## src/hdl/ppp_pkg.sv

```systemverilog
// shared types, widths and register codes for the point to plane projection block
package ppp_pkg;

    // field and arithmetic widths
    localparam int PW            = 32;          // coordinate width
    localparam int FRAC_BITS_DEF = 16;          // default fraction bits
    localparam int NUMW          = 67;          // signed width of numerator and denominator
    localparam int ABW           = 66;          // magnitude width of numerator and denominator
    localparam int MAGW          = ABW + PW;    // |num| * |v|
    localparam int NW            = MAGW + 2;    // 2*mag + |den|
    localparam int DW            = ABW + 2;     // 2*|den|
    localparam int QB            = 34;          // quotient bits kept before saturation
    localparam int CW            = DW + QB;     // divider remainder width
    localparam int QDEPTH        = 2;           // front to back queue depth
    localparam int CFG_IW        = 8;           // register index width

    // register indexes
    localparam logic [CFG_IW-1:0] REG_PLANE_NX     = 8'd0;
    localparam logic [CFG_IW-1:0] REG_PLANE_NY     = 8'd1;
    localparam logic [CFG_IW-1:0] REG_PLANE_NZ     = 8'd2;
    localparam logic [CFG_IW-1:0] REG_PLANE_OFFSET = 8'd3;

    // register reset values
    localparam logic [PW-1:0] NZ_RESET = 32'h0001_0000;

    // input item
    typedef struct packed {
        logic          mode;
        logic [PW-1:0] point_x;
        logic [PW-1:0] point_y;
        logic [PW-1:0] point_z;
        logic [PW-1:0] dir_x;
        logic [PW-1:0] dir_y;
        logic [PW-1:0] dir_z;
    } in_item_t;

    // result item
    typedef struct packed {
        logic [PW-1:0] proj_x;
        logic [PW-1:0] proj_y;
        logic [PW-1:0] proj_z;
        logic          parallel;
        logic          clipped;
    } out_item_t;

    // plane held in configuration
    typedef struct packed {
        logic [PW-1:0] nx;
        logic [PW-1:0] ny;
        logic [PW-1:0] nz;
        logic [PW-1:0] offset;
    } plane_t;

    // classified item passed from front to back
    typedef struct packed {
        logic                   parallel;
        logic [2:0]             neg;
        logic [2:0][PW-1:0]     p;
        logic [2:0][NW-1:0]     n_val;
        logic [DW-1:0]          d_val;
    } job_t;

    // divider pipeline stage
    typedef struct packed {
        logic                   valid;
        logic                   parallel;
        logic [2:0]             ovf;
        logic [2:0]             neg;
        logic [2:0][PW-1:0]     p;
        logic [2:0][CW-1:0]     r;
        logic [2:0][QB-1:0]     q;
        logic [DW-1:0]          d_val;
    } div_t;

endpackage

```

## src/hdl/ppp_queue.sv

```systemverilog
// short queue between the front end and the divider back end
module ppp_queue #(
    parameter int DEPTH = ppp_pkg::QDEPTH
) (
    input  logic          clk,
    input  logic          rst_n,
    input  logic          push,
    input  ppp_pkg::job_t wr_job,
    input  logic          pop,
    output logic          not_empty,
    output logic          full,
    output ppp_pkg::job_t rd_job
);

    localparam int PTRW = (DEPTH > 1) ? $clog2(DEPTH) : 1;
    localparam int CNTW = $clog2(DEPTH + 1);

    ppp_pkg::job_t   entry_reg [DEPTH];
    logic [PTRW-1:0] wr_ptr_reg;
    logic [PTRW-1:0] wr_ptr_next;
    logic [PTRW-1:0] rd_ptr_reg;
    logic [PTRW-1:0] rd_ptr_next;
    logic [CNTW-1:0] count_reg;
    logic [CNTW-1:0] count_next;
    logic            do_push;
    logic            do_pop;

    assign not_empty = (count_reg != '0);
    assign full      = (count_reg == CNTW'(DEPTH));
    assign do_pop    = pop && not_empty;
    assign do_push   = push && (!full || do_pop);
    assign rd_job    = entry_reg[rd_ptr_reg];

    // pointer and fill count update
    always_comb
    begin
        wr_ptr_next = wr_ptr_reg;
        rd_ptr_next = rd_ptr_reg;
        count_next  = count_reg;
        if (do_push)
        begin
            wr_ptr_next = (wr_ptr_reg == PTRW'(DEPTH - 1)) ? '0 : wr_ptr_reg + 1'b1;
        end
        if (do_pop)
        begin
            rd_ptr_next = (rd_ptr_reg == PTRW'(DEPTH - 1)) ? '0 : rd_ptr_reg + 1'b1;
        end
        if (do_push && !do_pop)
        begin
            count_next = count_reg + 1'b1;
        end
        else if (do_pop && !do_push)
        begin
            count_next = count_reg - 1'b1;
        end
    end

    always_ff @(posedge clk or negedge rst_n)
    begin
        if (!rst_n)
        begin
            wr_ptr_reg <= '0;
            rd_ptr_reg <= '0;
            count_reg  <= '0;
        end
        else
        begin
            wr_ptr_reg <= wr_ptr_next;
            rd_ptr_reg <= rd_ptr_next;
            count_reg  <= count_next;
        end
    end

    // entry storage
    always_ff @(posedge clk)
    begin
        if (do_push)
        begin
            entry_reg[wr_ptr_reg] <= wr_job;
        end
    end

    // no item is dropped at the write side
    a_no_drop: assert property (@(posedge clk) disable iff (!rst_n)
        push |-> (!full || do_pop))
        else $error("queue push while full");

endmodule

```

## config.mk

```make
export PLATFORM = sky130hd
export DESIGN_NAME = ppp_queue
export DESIGN_NICKNAME = d
export VERILOG_FILES = /design/src/hdl/ppp_pkg.sv /design/src/hdl/ppp_queue.sv
export SDC_FILE = /design/constraint.sdc
export NUM_CORES = 1
export LEC_CHECK = 0
export BUFFER_PORTS_ARGS = -buffer_cell sky130_fd_sc_hd__buf_2
export CORE_AREA = 3 3 361 363
export CTS_BUF_LIST = sky130_fd_sc_hd__clkbuf_16
export DETAILED_ROUTE_END_ITERATION = 6
export DIE_AREA = 0 0 364 366
export HOLD_SLACK_MARGIN = 0.03
export PLACE_DENSITY = 0.53
export SYNTH_ARGS = -nofsm -noshare
export SYNTH_HDL_FRONTEND = slang
export SYNTH_SLANG_ARGS = --single-unit
```

## constraint.sdc

```tcl
create_clock -name clk -period 34.5 [get_ports clk]
set_clock_uncertainty 0.2 [all_clocks]
set_input_delay 1.725 -clock clk [delete_from_list [all_inputs] [get_ports clk]]
set_output_delay 1.725 -clock clk [all_outputs]
set_load 0.01 [all_outputs]
```

==> impl_metrics.env <==
export IMPL_gp_congestion=0.861
export IMPL_period_minus_slack_ps=7910
export IMPL_cts_repair_resized=0
export IMPL_cp_end_kind="output pin"
export IMPL_syn_inst=1476
export IMPL_yosys_area_top_type="edfxtp_1"
export IMPL_postPlaceCellArea_um2=42100
export IMPL_clk_pin_slew_ps=60
export IMPL_post_cts_buffers=0
export IMPL_whs_ps=309
export IMPL_die_h_um=366
export IMPL_wl_per_cell_um=21.1
export IMPL_status="completed"
export IMPL_relSlewSlack_pct=31.4
export IMPL_viasPerCell=4.20
export IMPL_num_vias=17900
export IMPL_clock_sinks=940
export IMPL_clk_insertion_delay_late_ps=670
export IMPL_fin_cells=4258
export IMPL_ys_warn_count=0
export IMPL_power_total_mw=3.94
export IMPL_fmax_mhz=126
export IMPL_fin_tns_setup_ps=0
export IMPL_finalSetupViolations=0
export IMPL_dieArea_um2=133000
export IMPL_yosys_top_cells_area="edfxtp_1 (79%), mux2_4 (17%), mux2_2 (2.1%)"
export IMPL_worstSetupStartpointType="register"
export IMPL_slew_violations=0
export IMPL_routed_wl_mm=89.7
export IMPL_cellPowerDensity_nw_per_um2=86.5
export IMPL_hp_class="reg -> reg"
export IMPL_worstSetupPathType="reg -> out"
export IMPL_grt_pass1_vias=19200
export IMPL_drt_pass1_iterations=4
export IMPL_design_portCount=942
export IMPL_worstPathRequired_ps=32580
export IMPL_crit_fanout=65
export IMPL_maxCapViolations=0
export IMPL_worstPathArrival_ps=5980
export IMPL_start_util_pct=28.0
export IMPL_p_switching_mw=1.14
export IMPL_swShare_pct=29.0
export IMPL_grt_max_degree=152
export IMPL_n_fill_cell=12000
export IMPL_worstMarginPinSlew_ps=1030
export IMPL_place_inst=4049
export IMPL_cts_tree="built"
export IMPL_layout_nets=2963
export IMPL_drt_drc_violations_left=0
export IMPL_power_leakage_nw=18.0
export IMPL_dp_hpwl_mm=64.0
export IMPL_grt_setup_unrepaired="no"
export IMPL_htreeDepth=3
export IMPL_fin_util_pct=35.8
export IMPL_netlist_area_um2=35700
export IMPL_core_area_um2=127000
export IMPL_seq_power_share_pct=41.2
export IMPL_io_buffer_count=941
export IMPL_clockBufferDepth=3
export IMPL_final_cell_mix="buf_2 (941), edfxtp_1 (936), mux2_4 (400)"
export IMPL_fin_ws_ps=26590
export IMPL_synth_seq_cells=940
export IMPL_fin_area_um2=45600
export IMPL_synthToLayoutAreaGrowth_pct=27.5
export IMPL_gr_total_overflow=0
export IMPL_synth_cell_types=17
export IMPL_grt_pass1_wl_mm=128
export IMPL_yosysSeqAreaShare_pct=79.0
export IMPL_dp_slack_ps=27220
export IMPL_drive_above_1_share_pct=61.6
export IMPL_die_w_um=364
export IMPL_ant_nets=0
export IMPL_final_common_cell="buf_2"
export IMPL_grt_usage_pct=13.0
export IMPL_drt_iter0_drc=1095
export IMPL_postSynthAreaPerCell_um2=24.2
export IMPL_fp_row_count=131
export IMPL_syn_num_nets=1949
export IMPL_antenna_found_initial=49
export IMPL_irDropWorstVdd_uv=51.9
export IMPL_synth_top_area_share_pct=78.7
export IMPL_internal_power_mw=2.80
export IMPL_post_route_period_util_pct=22.9
export IMPL_p_comb_share_pct=30.7
export IMPL_pwr_share_clk_pct=28.1
export IMPL_cts_hold_fix_buffers=0
export IMPL_cts_root_buf="clkbuf_16"
export IMPL_timing_final_hold_violations=0
export IMPL_largest_reg_flops=936
export IMPL_cts_buffers=101
cell usage after synthesis, drive strengths merged:
cell,n
nand2b,1
xnor2,3
o21ai,1
inv,3
buf,52
xor2,2
edfxtp,936
dfrtp,4
mux2,468
or2,1
ha,1
nand2,1
nor2,3
layer usage:
| layer | global-route usage, % | up-vias | wire length (µm) |
|---|---|---|---|
| met4 | 5.39 | 44 | 2860 |
| met2 | 22.4 | 792 | 45400 |
| met5 | 0 | - | 298 |
| met1 | 14.3 | 8879 | 32500 |
| li1 | - | 7966 | - |
| met3 | 4.85 | 190 | 8630 |
logic make-up (layout without fill, tap and decap cells):
| family | Yosys count | after routing | share of synthesized area (%) |
|---|---|---|---|
| other cells | 0 | 20 | 0 |
| flops | 940 | 940 | 79.0 |
| xor+xnor | 5 | 5 | 0.123 |
| buf+inv | 55 | 1155 | 1.84 |
| fa+ha+maj | 1 | 1 | 0.0350 |
| simple gates | 6 | 6 | 0.0771 |
| mux | 468 | 468 | 19.0 |
| compound gates | 1 | 1 | 0.0140 |
power by group through the flow:
stage / Clock (mW) / Sequential, mW / Combinational [mW]
after floorplan: 0 / 1.82 / 0.855
after global placement: 0 / 1.64 / 1.22
after detailed placement: 0 / 1.64 / 1.23
after CTS: 1.15 / 1.62 / 1.24
after global routing: 1.20 / 1.64 / 1.29
final: 1.11 / 1.62 / 1.21
area by class of cell:
type	count	area [µm²]	area share [%]
Antenna cell	20	50.0	0.110
Clock buffer	102	2550	5.60
Clock inverter	87	891	1.96
Inverter	3	11.3	0.0247
Multi-Input combinational cell	481	6880	15.1
Sequential cell	940	28200	61.9
Tap cell	1662	2080	4.56
Timing Repair Buffer	963	4890	10.7
path summary, 6_finish.rpt:
kind / start / to / slack, ps / cells after the start
worst min register to register: count_reg[1] / count_reg[1] / 310 / 1
min in group asynchronous: rst_n / wr_ptr_reg / 650 / 1
worst max-delay path: rd_ptr_reg / rd_job[446] / 26590 / 6
max in group asynchronous: rst_n / rd_ptr_reg / 33310 / 1
worst min-delay path: count_reg[1] / count_reg[1] / 310 / 1
worst max register to register: count_reg[0] / entry_reg[1][108] / 29160 / 7
critical path, cell delays in order, from the launching register on:
cell and delay (ps):
dfrtp_4 1040, buf_4 850, buf_4 820, buf_4 890, buf_4 910, mux2_2 440
buf_2 140
(Power assumes the default switching activity.)
